<file path="config.mk">
export PLATFORM = sky130hd
export DESIGN_NAME = fdec_cell
export DESIGN_NICKNAME = d
export VERILOG_FILES = /design/src/hw/rtl/fdec_pkg.sv /design/src/hw/rtl/fdec_cell.sv
export SDC_FILE = /design/constraint.sdc
export NUM_CORES = 1
export LEC_CHECK = 0
export BUFFER_PORTS_ARGS = -buffer_cell sky130_fd_sc_hd__buf_2
export CAP_MARGIN = 10
export CELL_PAD_IN_SITES_DETAIL_PLACEMENT = 1
export CELL_PAD_IN_SITES_GLOBAL_PLACEMENT = 1
export CORE_ASPECT_RATIO = 1.25
export CORE_MARGIN = 1
export CORE_UTILIZATION = 33
export CTS_CLUSTER_DIAMETER = 200
export CTS_CLUSTER_SIZE = 30
export DETAILED_ROUTE_END_ITERATION = 6
export PLACE_DENSITY = 0.89
export SYNTH_ARGS = -nofsm -noshare
export SYNTH_HDL_FRONTEND = slang
export SYNTH_SLANG_ARGS = --single-unit
export TNS_END_PERCENT = 50
</file>
<file path="constraint.sdc">
create_clock -name clk -period 1.95 [get_ports clk]
set_clock_uncertainty 0.1 [all_clocks]
set_input_delay 0.4875 -clock clk [delete_from_list [all_inputs] [get_ports clk]]
set_output_delay 0.4875 -clock clk [all_outputs]
set_load 0.02 [all_outputs]
</file>
<file path="src/hw/rtl/fdec_pkg.sv">
// ----------------------------------------------------------------------------
// fdec_pkg
// Shared types and constants for the decimating FIR filter.
// ----------------------------------------------------------------------------
package fdec_pkg;

    localparam int NUM_CELLS   = 128;
    localparam int STEP_W      = $clog2(NUM_CELLS);
    localparam int SAMPLE_W    = 16;
    localparam int PROD_W      = 2 * SAMPLE_W;
    localparam int ACC_W       = PROD_W + STEP_W;   // room for NUM_CELLS full-scale products
    localparam int FRAC_BITS   = 15;                // Q1.15 coefficients
    localparam int MAG_W       = ACC_W - FRAC_BITS;
    localparam int TAPS_W      = 8;

    localparam logic [TAPS_W-1:0] TAP_COUNT_RESET = 8'd91;

    // func codes of an input word
    localparam logic FUNC_LOAD   = 1'b0;
    localparam logic FUNC_SAMPLE = 1'b1;

    typedef logic signed [SAMPLE_W-1:0] sample_t;
    typedef logic signed [PROD_W-1:0]   prod_t;
    typedef logic signed [ACC_W-1:0]    acc_t;
    typedef logic [STEP_W-1:0]          step_t;
    typedef logic [TAPS_W-1:0]          taps_t;

    localparam sample_t SAMPLE_MAX = 16'sh7FFF;
    localparam sample_t SAMPLE_MIN = 16'sh8000;

    // ring control common to all cells
    typedef struct packed {
        logic shift;    // new sample enters cell 0, line moves one place
        logic rotate;   // ring turns one place toward cell 0
    } cell_ctrl_t;

    // multiply-accumulate control
    typedef struct packed {
        logic clear;    // zero the accumulator for a new sum
        logic mul_en;   // cell 0 holds a tap that is in use
    } mac_ctrl_t;

endpackage

</file>
<file path="src/hw/rtl/fdec_cell.sv">
// ----------------------------------------------------------------------------
// fdec_cell
// One tap of the ring: a delayed sample and its coefficient.
// ----------------------------------------------------------------------------
module fdec_cell (
    input  logic                 clk,
    input  logic                 rst_n,
    input  fdec_pkg::cell_ctrl_t ctrl,
    input  logic                 load_sel,
    input  fdec_pkg::sample_t    load_value,
    input  fdec_pkg::sample_t    x_prev,    // from the cell one place newer
    input  fdec_pkg::sample_t    x_next,    // from the cell one place toward the tail
    input  fdec_pkg::sample_t    c_next,
    output fdec_pkg::sample_t    x,
    output fdec_pkg::sample_t    c
);
    import fdec_pkg::*;

    sample_t x_reg;
    sample_t c_reg;

    // delay line resets to silence
    always_ff @(posedge clk or negedge rst_n)
    begin
        if (!rst_n)
        begin
            x_reg <= '0;
        end
        else if (ctrl.shift)
        begin
            x_reg <= x_prev;
        end
        else if (ctrl.rotate)
        begin
            x_reg <= x_next;
        end
    end

    // coefficient: no reset, undefined until loaded
    always_ff @(posedge clk)
    begin
        if (ctrl.rotate)
        begin
            c_reg <= c_next;
        end
        else if (load_sel)
        begin
            c_reg <= load_value;
        end
    end

    assign x = x_reg;
    assign c = c_reg;

endmodule

</file>
* After elaboration in Yosys (flattened, before gate mapping)
Cells that the tools add are included.
** Cells by class
- Reductions and logical operators :: 2
- Mux-type cells :: 4
** Operators with widths (count)
- 2-to-1 mux 16 bit :: 4
- nonzero test 2 bit :: 2
** Storage, ports and cells
- Bits in registers :: 32
- Bits of input ports :: 69
- Word-level logic and storage cells :: 8
- Output and inout bits :: 32

* Depth between registers and ports, before layout
- Word-level depth :: 2
- Gate-level depth with buffers :: 4
- Mapped depth without buffers :: 2

* Worst setup path before layout
No wires, ideal clock.
- Kind :: input to register
- Start :: input ctrl[0] in the netlist's numbering
- End :: register c_reg[0], in the netlist c[0], enable pin
- Stages on the path :: 3
- Slack :: 0.305 ns
- Library setup time :: 0.373 ns
- Buffers on the path :: 2
- Arrival :: 1.172 ns
- Data required time :: 1.477 ns
- Path through :: buf_6 -> buf_8 -> or2_1
** Between the ends
- Cells in the longest elaborated chain, start to end :: 1
** RTL lines
- from (decl) :: line fdec_cell.sv:8 : input fdec_pkg::cell_ctrl_t ctrl,
- nonzero test 2 bit (no source line)
- to (signal assigned) :: line fdec_cell.sv:44 : c_reg <= c_next;
- to (signal assigned) :: line fdec_cell.sv:48 : c_reg <= load_value;
- to (decl) :: line fdec_cell.sv:20 : sample_t c_reg;
No other way between the ends.
A chain may end at the register's enable or synchronous reset.

* Final worst setup path
- Start :: register x_reg[8], in the netlist x[8]
- End :: output x[8]
** RTL lines
- from (decl) :: line fdec_cell.sv:19 : sample_t x_reg;
- from (signal assigned) :: line fdec_cell.sv:31 : x_reg <= x_prev;
- from (signal assigned) :: line fdec_cell.sv:35 : x_reg <= x_next;
- to (decl) :: line fdec_cell.sv:14 : output fdec_pkg::sample_t x,
No word-level cell between the ends.

==> summary by stage <==
Yosys
When the netlist entered floorplanning its net count stood at about 170. Summing the sequential cell areas from Yosys gives between 50% and 60% of the chip area. The synthesized instance count is 104. The number of distinct standard cells referenced by the synthesized netlist is 13. The mapped cell area is 1500 um2. The count of state elements after synthesis is 32.

The number of warnings issued by yosys is 0. The per-instance average area after synthesis is around 14 um2.

GRT
The sum of overflow across all layers after global routing is 0. The wire length of the first global-routing pass is 5900 um. Entering global routing, the biggest net connects 33 pins. Across every metal layer, demand over resource in global routing totals 16.2%. The via count of the first global-routing pass was between 1,000 and 1,500. The number of antenna violations at the first check in global routing is 0.

Pwr
Summed over all nets, the switching power comes to 438 uW. The share of power burned in combinational logic is 21.3%. The internal power summed over all cells is around 1.2 mW. The maximum VDD drop is roughly 0.37 mV. Summed over all cells, the static leakage comes to between 1 and 1.5 nW. The share of total power dissipated in sequential elements is 48.7%. The clock network power share is 30.0%. The proportion of total power due to net switching is between 20% and 30%. The cell area power density is approximately 800 nW/um2.

Floorplanning
The x dimension of the die is 62.3 um. The die span in y is between 70 and 80 um. The area inside the core boundary is 4390 um2. The full die area is about 4800 um2. The initial core utilization is 34.1%. For this design the top-level I/O count stands at 101. The floorplan has 27 rows.

Min path
The worst hold path belongs to the class in -> async.

Critical path
Together, buffers and inverters on the worst path number 1. The critical path arrival is 0.85 ns. The critical path is of the reg -> out type. The critical path capture point type is an output port. The reg2reg setup slack is ~1.1 ns. The largest stage delay on the critical path is roughly 0.4 ns. Data on the critical path is required at its endpoint by 1.36 ns. The signal on the critical path passes through buf_2.

The top fanout value on the critical path is 2. The worst setup path is launched from a flop. The slowest stage of the critical path belongs to the cell dfrtp_1. Grouping stages by cell kind, the critical path spends the most delay in flip-flops.

Detailed routing
Wires add up to 3620 um. In the final routed layout, each cell accounts on average for 13.7 um. The highest metal layer with signal wires is met4.

The number of DRC violations after detailed routing is 0. The total number of vias is around 1,200. The routed metal-1 wirelength is 1410 um. The number of vias per cell is 4.49. The number of antenna-violating nets in the routed design is 0.

The number of design-rule violations left by the first detailed-router iteration is 38. The total length of routed met2 wires is around 1800 um. Detailed routing placed a total of ~350 um of wire on met3.

The first detailed-routing pass ran for 4 iterations.

Flow run
Across the run, the number of max-cap violations was 0.

Clock tree
The TritonCTS buffer count is 5. The clock edge transition at the registers on the reported setup and hold paths is ~0.06 ns. Buffers added to address setup during post-CTS repair amount to 0. Post-CTS repair changed the size of 0 cells. The number of levels the H-tree was split into is 2.

The total of hold buffers inserted after clock tree synthesis is 0. The tree built by TritonCTS fans out to 32 sinks. In this run the deepest clock path goes through 2 buffers. For the worst-skew pair, the clock arrives at the later sink with an insertion delay of 0.27 ns. The clock root buffer is clkbuf_8. TritonCTS built the clock tree.

STA
The total setup violations reported at the end of the flow is 0. The number of failing hold endpoints at the final stage is 0. For the pin with the worst max-slew slack, the measured transition is 0.608 ns. In the final timing run, aggregate negative setup slack is 0 ns. Counting I/O delays and the setup requirement, the final critical path takes 1.44 ns. Setup repair after global routing left no endpoint under its margin. Derived from the worst setup path, the maximum achievable clock frequency is 0.697 GHz. The final critical path takes up 73.6% of the cycle. The number of slew-limit violations in the final report is 0. The setup slack after layout is roughly 0.51 ns. In this run the tightest slew margin relative to its limit is 59.5%.

Final layout
The fraction of layout instances using a drive strength above 1 is 60.4%. The area growth from synthesis to layout is 40.1%. The number of diodes is 0. The net count reported at finish is ~280. For this run, the share of the core covered by cells in the final layout is a little under half.

Place
The detailed-placement wirelength estimate is 2980 um. Routability-driven placement finished with a final weighted congestion of approximately 0.74. At the placement stage, the worst setup path has a slack of ~0.29 ns. The number of port buffers is 100.

Outcome
The flow ran to the end, and the final reports show no timing, DRC or antenna violations.
[final timing paths]
| kind | end | start | cells past startpoint |
|---|---|---|---|
| max | x[8] | x[8] | 1 |
| min | x[5] | rst_n | 1 |
| max reg2reg | x[10] | x[10] | 2 |
| min reg2reg | x[14] | x[14] | 2 |
| max in group asynchronous | x[12] | rst_n | 1 |
| min in group clk | x[6] | x_prev[6] | 3 |
[cells in the final DEF (no fill, tap or decap)]
master / n
nand2_1: 16
mux2_4: 13
mux2_2: 3
buf_4: 2
clkbuf_1: 2
o21ai_1: 15
o21ai_2: 1
buf_2: 100
edfxtp_1: 16
or2_1: 1
mux2i_1: 16
dfrtp_1: 16
clkbuf_8: 6
[final cells by class]
| cell class | instances | area, um2 |
|---|---|---|
| tap | 58 | 72.6 |
| multi-input combinational | 65 | 539 |
| clock buffer | 8 | 90.1 |
| sequential | 32 | 881 |
| timing repair buffer | 102 | 515 |
| fill | 522 | 2290 |
[cell usage after synthesis]
master	number	area share [%]
buf_8	1	1.0
buf_6	1	0.75
nand2_1	16	4.0
mux2_4	13	13
or2_1	1	0.42
edfxtp_1	16	32
o21ai_2	1	0.58
clkbuf_1	3	0.75
buf_12	2	2.7
mux2i_1	16	11
dfrtp_1	16	27
o21ai_1	15	5.0
mux2_2	3	2.3
[logic make-up after synthesis]
logic type             synth area share (%)
AOI/OAI and AO/OA                      5.60
buffers and inverters                  5.18
DFF                                    58.8
muxes                                  26.0
and+or+nand+nor                        4.43
[power groups by stage]
stage	logic (mW)	registers, mW	clock network (mW)
2_1_floorplan	0.125	0.913	0
3_3_place_gp	0.353	0.823	0
3_5_place_dp	0.362	0.827	0
4_1_cts	0.361	0.816	0.521
5_1_grt	0.385	0.821	0.552
6_report	0.356	0.814	0.502
[per-layer routing]
metal  track usage, %  vias up
li1                 -      572
met1             17.7      527
met2             29.3       87
met3             5.80        4
met4             4.19        0
met5                0        -
[stage by stage]
stage	hold slack [ns]	cell area (um2)	power (mW)	cells
floorplan	0.0919	1500	1.04	104
global placement	0.321	2010	1.18	257
detailed placement	0.323	2010	1.19	257
CTS	0.0211	2100	1.70	265
global route	0.0261	2100	1.76	265
finish	0.0196	2100	1.67	265
Power figures use the tool's default switching activity.
