==> src/hw/rtl/fdec_pkg.sv <==
// ----------------------------------------------------------------------------
// fdec_pkg
// Shared types and constants for the decimating FIR filter.
// ----------------------------------------------------------------------------
package fdec_pkg;

    localparam int NUM_CELLS   = 128;
    localparam int STEP_W      = $clog2(NUM_CELLS);
    localparam int SAMPLE_W    = 16;
    localparam int PROD_W      = 2 * SAMPLE_W;
    localparam int ACC_W       = PROD_W + STEP_W;   // room for NUM_CELLS full-scale products
    localparam int FRAC_BITS   = 15;                // Q1.15 coefficients
    localparam int MAG_W       = ACC_W - FRAC_BITS;
    localparam int TAPS_W      = 8;

    localparam logic [TAPS_W-1:0] TAP_COUNT_RESET = 8'd91;

    // func codes of an input word
    localparam logic FUNC_LOAD   = 1'b0;
    localparam logic FUNC_SAMPLE = 1'b1;

    typedef logic signed [SAMPLE_W-1:0] sample_t;
    typedef logic signed [PROD_W-1:0]   prod_t;
    typedef logic signed [ACC_W-1:0]    acc_t;
    typedef logic [STEP_W-1:0]          step_t;
    typedef logic [TAPS_W-1:0]          taps_t;

    localparam sample_t SAMPLE_MAX = 16'sh7FFF;
    localparam sample_t SAMPLE_MIN = 16'sh8000;

    // ring control common to all cells
    typedef struct packed {
        logic shift;    // new sample enters cell 0, line moves one place
        logic rotate;   // ring turns one place toward cell 0
    } cell_ctrl_t;

    // multiply-accumulate control
    typedef struct packed {
        logic clear;    // zero the accumulator for a new sum
        logic mul_en;   // cell 0 holds a tap that is in use
    } mac_ctrl_t;

endpackage

==> src/hw/rtl/fdec_mac.sv <==
// ----------------------------------------------------------------------------
// fdec_mac
// Multiply-accumulate at the ring head, then Q1.15 scaling and saturation.
// ----------------------------------------------------------------------------
module fdec_mac (
    input  logic                 clk,
    input  logic                 rst_n,
    input  fdec_pkg::mac_ctrl_t  ctrl,
    input  fdec_pkg::sample_t    x,
    input  fdec_pkg::sample_t    c,
    output fdec_pkg::sample_t    q,
    output logic                 sat,
    output logic                 busy
);
    import fdec_pkg::*;

    prod_t             prod_reg;
    logic              prod_vld_reg;
    acc_t              acc_reg;

    logic              neg;
    logic [ACC_W-1:0]  mag;
    logic [MAG_W-1:0]  shifted;

    always_ff @(posedge clk or negedge rst_n)
    begin
        if (!rst_n)
        begin
            prod_vld_reg <= 1'b0;
        end
        else
        begin
            prod_vld_reg <= ctrl.mul_en & ~ctrl.clear;
        end
    end

    always_ff @(posedge clk)
    begin
        prod_reg <= x * c;
        if (ctrl.clear)
        begin
            acc_reg <= '0;
        end
        else if (prod_vld_reg)
        begin
            acc_reg <= acc_reg + ACC_W'(prod_reg);
        end
    end

    // truncate toward zero: scale the magnitude, then restore the sign
    always_comb
    begin
        neg     = acc_reg[ACC_W-1];
        mag     = neg ? ACC_W'(-acc_reg) : ACC_W'(acc_reg);
        shifted = mag[ACC_W-1:FRAC_BITS];
        sat     = 1'b0;
        if (neg)
        begin
            if (shifted > MAG_W'(32768))
            begin
                q   = SAMPLE_MIN;
                sat = 1'b1;
            end
            else
            begin
                q = sample_t'(-shifted[SAMPLE_W-1:0]);
            end
        end
        else
        begin
            if (shifted > MAG_W'(32767))
            begin
                q   = SAMPLE_MAX;
                sat = 1'b1;
            end
            else
            begin
                q = sample_t'(shifted[SAMPLE_W-1:0]);
            end
        end
    end

    assign busy = prod_vld_reg;

endmodule

==> config.mk <==
export PLATFORM = sky130hd
export DESIGN_NAME = fdec_mac
export DESIGN_NICKNAME = d
export VERILOG_FILES = /design/src/hw/rtl/fdec_pkg.sv /design/src/hw/rtl/fdec_mac.sv
export SDC_FILE = /design/constraint.sdc
export NUM_CORES = 1
export LEC_CHECK = 0
export BUFFER_PORTS_ARGS = -buffer_cell sky130_fd_sc_hd__buf_2
export CAP_MARGIN = 10
export CORE_MARGIN = 4
export CORE_UTILIZATION = 45
export CTS_BUF_LIST = sky130_fd_sc_hd__clkbuf_16
export DETAILED_ROUTE_END_ITERATION = 10
export GPL_TIMING_DRIVEN = 0
export PLACE_DENSITY = 0.67
export SLEW_MARGIN = 20
export SYNTH_ARGS = -nofsm -noshare
export SYNTH_HDL_FRONTEND = slang
export SYNTH_SLANG_ARGS = --single-unit
export TNS_END_PERCENT = 30
==> constraint.sdc <==
create_clock -name clk -period 4.31 [get_ports clk]
set_input_delay 0.862 -clock clk [delete_from_list [all_inputs] [get_ports clk]]
set_output_delay 0.862 -clock clk [all_outputs]
set_load 0.05 [all_outputs]
# ---- Word level (Yosys, flattened, before mapping)
# Index checks and enable logic that the tools add are counted.
dict set report classes {
  bitwise_logic 2
  mul 1
  magnitude_cmp 2
  mux 7
  n_addsub 3
}
# operator n
set op_table {}
lappend op_table {{2-to-1 mux 16 bit} 3}
lappend op_table {{adder 39 x 32 -> 39 bit} 1}
lappend op_table {{2-to-1 mux 39 bit} 1}
lappend op_table {{negator 39 bit} 1}
lappend op_table {{multiplier 16 x 16 -> 32 bit} 1}
lappend op_table {{> comparator 24 x 15 -> 1 bit (second input constant)} 1}
lappend op_table {{> comparator 24 x 16 -> 1 bit (second input constant)} 1}
lappend op_table {{negator 16 bit} 1}
lappend op_table {{2-to-1 mux 1 bit} 3}
lappend op_table {{AND 1 bit} 1}
lappend op_table {{NOT 1 bit} 1}
dict set report word_totals {
  output_inout_bits 18
  input_bits 36
  elab_cells 18
  register_bits 72
}

# ---- Longest topological paths before layout
# Gate-level depths: netlist of run 1.
dict set report depth {
  word_depth 5
  mapped_depth 26
  depth_no_buf 25
}

# ---- Worst setup path before layout of run 1
# No wires, ideal clock.
dict set report synth_path {
  path_type {in2reg}
  startpoint {in x[15]}
  endpoint {reg prod_reg[31]}
  setup_slack_ps -2542
  setup_time_ps 72
  cell_stages 20
  required_time_ps 4238
  arrival_ps 6780
  n_path_buf 1
  cell_sequence {clkbuf_1 > nand2_1 > fa_1 > inv_1 > fa_1 > inv_1 > fa_1 > fa_1 > fa_1 > fa_1 > inv_1 > ha_1 > nand4_1 > inv_1 > a221oi_1 > o21ai_0 > o41ai_1 > o2111ai_1 > a21oi_1 > xnor2_1}
}
dict set report synth_between {
  elab_chain_cells 1
}
# element line
set synth_lines {}
lappend synth_lines {{from (decl)} fdec_mac.sv:9} ;# input fdec_pkg::sample_t x,
lappend synth_lines {{multiplier 16 x 16 -> 32 bit} fdec_mac.sv:39} ;# prod_reg <= x * c;
lappend synth_lines {{to (signal assigned)} fdec_mac.sv:39}
lappend synth_lines {{to (decl)} fdec_mac.sv:17} ;# prod_t prod_reg;
# No other way between the ends.
# A chain may end at the register's enable or synchronous reset.

# ---- Worst setup path after layout of run 1
dict set report layout_path {
  startpoint {in x[9]}
  endpoint {reg prod_reg[29]}
}
# The elaborated chain is that of the path after synthesis.

==> results of run 1 <==
## layer usage
metal  wire length (µm)  vias up  global-route usage [%]
met5                  0        -                       0
met4                629        0                    4.51
met3               1940       42                    2.04
met2              18000      318                    35.6
met1              17100     5868                    29.3
li1                   -     5654                       -
## placed cells by master (no fill, tap or decap), types with 7 or more instances in the layout
cell	synthesis	final
inv_1	355	334
fa_1	263	253
nand2_1	154	148
and2_1	130	116
nor2_1	112	109
ha_1	122	98
buf_4	0	75
dfxtp_1	71	70
xnor2_1	46	44
a21oi_1	48	41
mux2i_1	38	38
o21ai_0	43	36
nand2b_1	26	26
a21o_1	26	25
inv_2	0	24
buf_2	1	20
nand3_1	19	19
xor2_1	19	19
o22ai_1	19	19
clkbuf_16	0	17
clkbuf_8	0	16
clkbuf_1	49	16
ha_4	0	16
buf_6	4	15
and2_4	0	14
nor3_1	15	14
nand4_1	13	13
o21a_1	13	13
o21bai_1	11	10
fa_2	0	10
or3_1	9	9
a211oi_1	11	9
ha_2	0	8
nor2b_1	8	7
buf_12	0	7
## kinds of logic (layout without fill, tap and decap cells)
family                     Yosys count  count (layout)  share of synthesized area, %
and+or+nand+nor                    521             521                          17.6
muxes                               41              41                          2.78
xor gates and xnor gates            66              66                          3.93
AOI/OAI and AO/OA                  221             221                          9.72
DFF                                 72              72                          9.71
buffers and inverters              415             544                          10.7
adders and majority gates          385             385                          45.6
## final cells by class
type	instances	share of cell area [%]
plain buffers	59	3.57
clock buffers	9	1.28
clock inverters	7	0.454
inverters	355	7.55
multi-input cells	1234	70.4
flip-flops and latches	72	8.21
well taps	442	3.14
repair buffers	114	5.43
## timing repair
item / in CTS / in global routing
buffers inserted: 46 / 12
endpoints found under the setup margin: 42 / 43
resized for setup: 165 / 45
gates cloned: 3 / 0
pin swaps: 87 / 46
## how the worst max path moves through the flow
stage	slack, ns	to	depth (start not counted)
5_1_grt	-2.14	prod_reg[22]	24
3_3_place_gp	-2.77	prod_reg[30]	21
4_1_cts	-1.91	prod_reg[29]	25
3_5_place_dp	-2.83	prod_reg[30]	21
6_report	-1.94	prod_reg[29]	24
2_1_floorplan	-2.08	prod_reg[30]	22
## synthesized netlist by cell type (3+ instances only)
cell,count,share of area (%)
and3_1,4,0.17
a211oi_1,11,0.55
nand4_1,13,0.55
nand2_1,154,3.9
o22ai_1,19,0.80
ha_1,122,10
nand3_1,19,0.64
o211ai_1,3,0.15
xor2_1,19,1.1
o311ai_0,5,0.29
nor2_1,112,2.8
and2_1,130,5.5
mux2i_1,38,2.6
nor2b_1,8,0.34
a31oi_1,7,0.29
clkbuf_1,49,1.2
nor4_1,5,0.21
buf_6,4,0.30
or3_1,9,0.38
nor3_1,15,0.50
dfxtp_1,71,9.5
nand2b_1,26,1.1
fa_1,263,35
a21o_1,26,1.3
a221oi_1,3,0.18
xnor2_1,46,2.7
or3b_2,3,0.18
o21a_1,13,0.66
buf_1,6,0.15
o21bai_1,11,0.55
inv_1,355,8.9
nor3b_1,6,0.30
a21oi_1,48,1.6
o21ai_0,43,1.4
## metrics by stage
step,util [%],setup WS (ns)
6_report,54.1,-1.94
5_1_grt,54.1,-2.14
4_1_cts,53.3,-1.91
3_5_place_dp,49.3,-2.83
3_3_place_gp,49.3,-2.77
2_1_floorplan,-,-2.08
==> qor.yml, run 1 <==
nets: 2266
period_minus_slack_ns: 6.25
yosys_warnings: 0
synth-edff-count: 0
antenna_left: 0
r2r-start: "acc_reg[0]"
crit_chain: "buf_4 > clkbuf_16 > nand2_1 > fa_1 > fa_1 > fa_2 > fa_1 > inv_2 > fa_1 > inv_2 > fa_1 > inv_2 > ha_4 > a21o_1 > a21oi_2 > nor2b_1 > a311oi_2 > o21ai_2 > and2_4 > o41ai_4 > buf_4 > o21bai_1 > a21oi_1 > xnor2_1"
dp.cells: 2216
antenna_cells: 0
insertion_delay_ns: 0.34
r2r_end: "acc_reg[38]"
rows: 66
grt_start_max_net_pins: 12
drv_slew: 0
die_area_um2: 36100
dpl_cell_area_um2: 16100
fin_ws_ns: -1.94
r2r_setup_slack_ns: 0.60
wl_per_cell_um: 16.5
die-height_um: 190
fin_area_um2: 17600
cts_tree: "done"
largest_register_ffs: 39
syn_avg_cell_area_um2: 8.65
ff_latch_area_um2: 1450
worst_path_most_repeated_cell: "fa_1"
ys.flop_type: "dfxtp_1"
cp_num_buf_inv: 6
arrival_ns: 6.51
vias: 11900
finClkSkew_ns: 0.00726
io_pins: 54
ys_seq_area_share_pct: 9.71
fin_cells: 2292
cts.clk_slew.worst_paths_ns: 0.06
dp_hpwl_mm: 30.8
fillerInstances: 2964
start_util_pct: 45.7
grt_remaining_overflow: 0
clockBufferDepth: 2
core_um2: 32600
wirelength_mm: 37.7
hold_slack_ns: 0.284
htree_num_levels: 3
synth-async-reset-ratio_pct: 1.39
mappedNetlistNets: 2142
first_pass_iters: 7
hold_viol: 0
io_buffers: 53
finalCritPeriodShare_pct: 145
crit_family: "adder cells"
die_w_um: 190
relSlewSlack_pct: 45.3
crit_path_start_kind: "input port"
synthDistinctLibCells: 76
crit_slowest_cell: "fa_1"
cts.sinks: 72
fmax_mhz: 160
cts-root-buf: "clkbuf_16"
status: "finished with violations"
violations: "negative setup slack"
worstHoldPathType: "input port to asynchronous set/reset pin"
synth-seq-cells: 72
multi_input_area_um2: 12400
post_drt_via_cell_ratio: 5.18
cap_violations: 0
critical-path-max-stage-delay_ns: 0.54
gp_congestion: 0.915
path_class: "input port to flip-flop"
syn-cell-area_um2: 14900
startpoint: "x[9]"
fin_setup_tns_ns: -37.16
rsz0062_at_grt: "true"
first_global_vias: 12100
holdBufCountCts: 0
area_delta_synth_final_pct: 18.4
required_ns: 4.57
end_kind: "flip-flop"
grt_first_pass_wirelength_mm: 61.6
track_usage_pct: 20.9
drt_iter0_drc: 805
worst_pin_slew_ns: 0.821
antenna_found_initial: 0
netlist_instances: 1721
drcViolationCount: 0
crit_fanout: 10
drive_above_1_share_pct: 15.9
cts_made_buffers: 9
reg2reg_depth: 13
setup_viol: 41
Power of run 1 is not shown: default switching activity piles up to over one toggle a cycle in this logic, so the estimate is an artifact.
==> inputs of run 2 (changes only) <==
--- a/config.mk
+++ b/config.mk
@@ -12,7 +12,7 @@
 export CTS_BUF_LIST = sky130_fd_sc_hd__clkbuf_16
 export DETAILED_ROUTE_END_ITERATION = 10
 export GPL_TIMING_DRIVEN = 0
-export PLACE_DENSITY = 0.67
+export PLACE_DENSITY = 0.69
 export SLEW_MARGIN = 20
 export SYNTH_ARGS = -nofsm -noshare
 export SYNTH_HDL_FRONTEND = slang
==> constraint.sdc (replaced) <==
create_clock -name clk -period 5.09 [get_ports clk]
set_input_delay 1.018 -clock clk [delete_from_list [all_inputs] [get_ports clk]]
set_output_delay 1.018 -clock clk [all_outputs]
set_load 0.05 [all_outputs]
==> run 2 against run 1 <==
Effect of this change: hold slack improved by 0.16 ns; via count is 0.59% higher; the flow still finishes with violations (negative setup slack); flip-flop and latch count stayed put; count of clock-buffer cells in the layout stayed put; final cell count is 0.61% lower; first-iteration DRC count down 13%; routed wire length rose by 1.1%; register-to-register slack better by 0.88 ns; global-route usage is 0.95 points higher.
==> qor.yml, run 2 (synthesis gave the netlist of run 1 again) <==
status: "finished with violations"  # unchanged
violations: "negative setup slack"  # unchanged
fin_setup_tns_ns: -18.27  # was -37.16 ns
grt_first_pass_wirelength_mm: 64.0  # was 61.6 mm
drv_slew: 0  # unchanged
antenna_found_initial: 0  # unchanged
worstHoldPathType: "input port to asynchronous set/reset pin"  # unchanged
cts_made_buffers: 9  # unchanged
die_w_um: 190  # unchanged
htree_num_levels: 3  # unchanged
antenna_left: 0  # unchanged
wl_per_cell_um: 16.7  # was 16.5 µm
fin_ws_ns: -1.38  # was -1.94 ns
period_minus_slack_ns: 6.47
die_area_um2: 36100  # unchanged
crit_path_start_kind: "input port"  # unchanged
hold_viol: 0  # unchanged
drive_above_1_share_pct: 14.6  # was 15.9%
finalCritPeriodShare_pct: 127
rsz0062_at_grt: "true"  # unchanged
cp_num_buf_inv: 6  # unchanged
cts.sinks: 72  # unchanged
dp_hpwl_mm: 31.0  # was 30.8 mm
antenna_cells: 0  # unchanged
largest_register_ffs: 39  # unchanged
clockBufferDepth: 2  # unchanged
wirelength_mm: 38.2  # was 37.7 mm
r2r-start: "acc_reg[0]"  # unchanged
end_kind: "flip-flop"  # unchanged
fillerInstances: 2901  # was 2964
cap_violations: 0  # unchanged
relSlewSlack_pct: 42.4  # was 45.3%
cts_tree: "done"  # unchanged
insertion_delay_ns: 0.33  # was 0.34 ns
crit_slowest_cell: "fa_1"  # unchanged
ff_latch_area_um2: 1450  # about the same
fmax_mhz: 155
layout_common_cells: "338 x inv_1, 256 x fa_1, 147 x nand2_1"  # was 334 x inv_1, 253 x fa_1, 148 x nand2_1
cts.clk_slew.worst_paths_ns: 0.05  # was 0.06 ns
path_class: "input port to flip-flop"  # unchanged
core_um2: 32600  # unchanged
cts-root-buf: "clkbuf_16"  # unchanged
nets: 2255  # was 2266
layout_commonest_cell: "inv_1"  # unchanged
track_usage_pct: 21.9  # was 20.9%
startpoint: "x[0]"  # was x[9]
io_buffers: 53  # unchanged
area_delta_synth_final_pct: 17.0  # was 18.4%
io_pins: 54  # unchanged
crit_chain: "buf_2 > buf_4 > nand2_1 > fa_1 > fa_1 > inv_1 > ha_1 > fa_1 > ha_1 > inv_1 > fa_1 > inv_1 > ha_1 > o21a_1 > o21ai_2 > o311ai_4 > o311a_1 > a221o_1 > buf_6 > a21oi_2 > o21bai_1 > a21o_1 > a211oi_2 > nor2_1"  # was buf_4 > clkbuf_16 > nand2_1 > fa_1 > fa_1 > fa_2 > fa_1 > inv_2 > fa_1 > inv_2 > fa_1 > inv_2 > ha_4 > a21o_1 > a21oi_2 > nor2b_1 > a311oi_2 > o21ai_2 > and2_4 > o41ai_4 > buf_4 > o21bai_1 > a21oi_1 > xnor2_1
vias: 12000  # was 11900
crit_family: "adder cells"  # unchanged
crit_fanout: 10  # unchanged
rows: 66  # unchanged
worst_path_most_repeated_cell: "fa_1"  # unchanged
required_ns: 5.30  # was 4.57 ns
arrival_ns: 6.68  # was 6.51 ns
grt_start_max_net_pins: 12  # unchanged
grt_remaining_overflow: 0  # unchanged
first_global_vias: 12700  # was 12100
drt_iter0_drc: 697  # was 805
gp_congestion: 0.924  # was 0.915
drcViolationCount: 0  # unchanged
first_pass_iters: 5  # was 7
post_drt_via_cell_ratio: 5.25  # was 5.18
finClkSkew_ns: 0.00658  # was 0.00726 ns
fin_util_pct: 53.4  # was 54.1%
critical-path-max-stage-delay_ns: 0.55  # was 0.54 ns
die-height_um: 190  # unchanged
multi_input_area_um2: 12400  # about the same
setup_viol: 22  # was 41
start_util_pct: 45.7  # unchanged
worst_pin_slew_ns: 0.864  # was 0.821 ns
==> run 2: cell types whose count changed in the layout (fill, tap and decap cells not counted), sizes merged <==
cell / before / now
buf: 128 / 112
bufinv: 2 / 0
clkbuf: 54 / 59
inv: 358 / 357
==> run 2: worst reg2reg max path, delay by kind of cell (launching register included) <==
family / cells / cell delay [ns]
AND/OR/NAND/NOR: 1 / 0.18
multiplexers: 1 / 0.37
adder cells (fa/ha/maj): 2 / 0.57
AO/OA/AOI/OAI: 8 / 1.96
flip-flops: 1 / 0.36
buffers and inverters: 1 / 0.06
==> run 2: area by class of cell <==
class                      instances  area share, %
clock inverter                     4          0.101
multi-input combinational       1234           70.9
buffer                            59           3.78
clock buffer                       9           1.29
inverter                         355           7.66
tap                              442           3.17
sequential                        72           8.30
timing repair buffer             103           4.76
==> run 2: metrics by stage <==
stage	setup WS [ns]	area, µm²	instances	hold WS [ns]
finish	-1.38	17400	2278	0.447
global route	-1.58	17400	2278	0.437
CTS	-1.36	17200	2269	0.440
detailed placement	-2.32	16000	2216	0.506
global placement	-2.26	16000	2216	0.507
floorplan	-1.46	15200	1721	0.468
==> run 2: worst paths after layout <==
path	endpoint	slack [ns]	cells after the start
worst max-delay path	prod_reg[22]	-1.38	24
worst min-delay path	busy	0.45	1
worst max register to register	acc_reg[38]	1.48	13
worst min register to register	acc_reg[8]	0.52	2
max in group asynchronous	busy	4.56	1
min in group clk	acc_reg[8]	0.52	2
==> run 2: timing repair <==
item	in CTS	in global routing
resized for setup	153	60
setup buffers	36	11
pin swaps	66	43
gates cloned	5	0
hold buffers	0	0
endpoints found under the setup margin	22	32
==> run 2: metal layers <==
metal	GRT usage (%)	wire (µm)	up-vias
li1	-	-	5628
met1	29.2	16300	5831
met2	37.2	18100	399
met3	2.95	2450	94
met4	6.76	1320	0
met5	0	0	-
Power of run 2 is left out for the same reason.
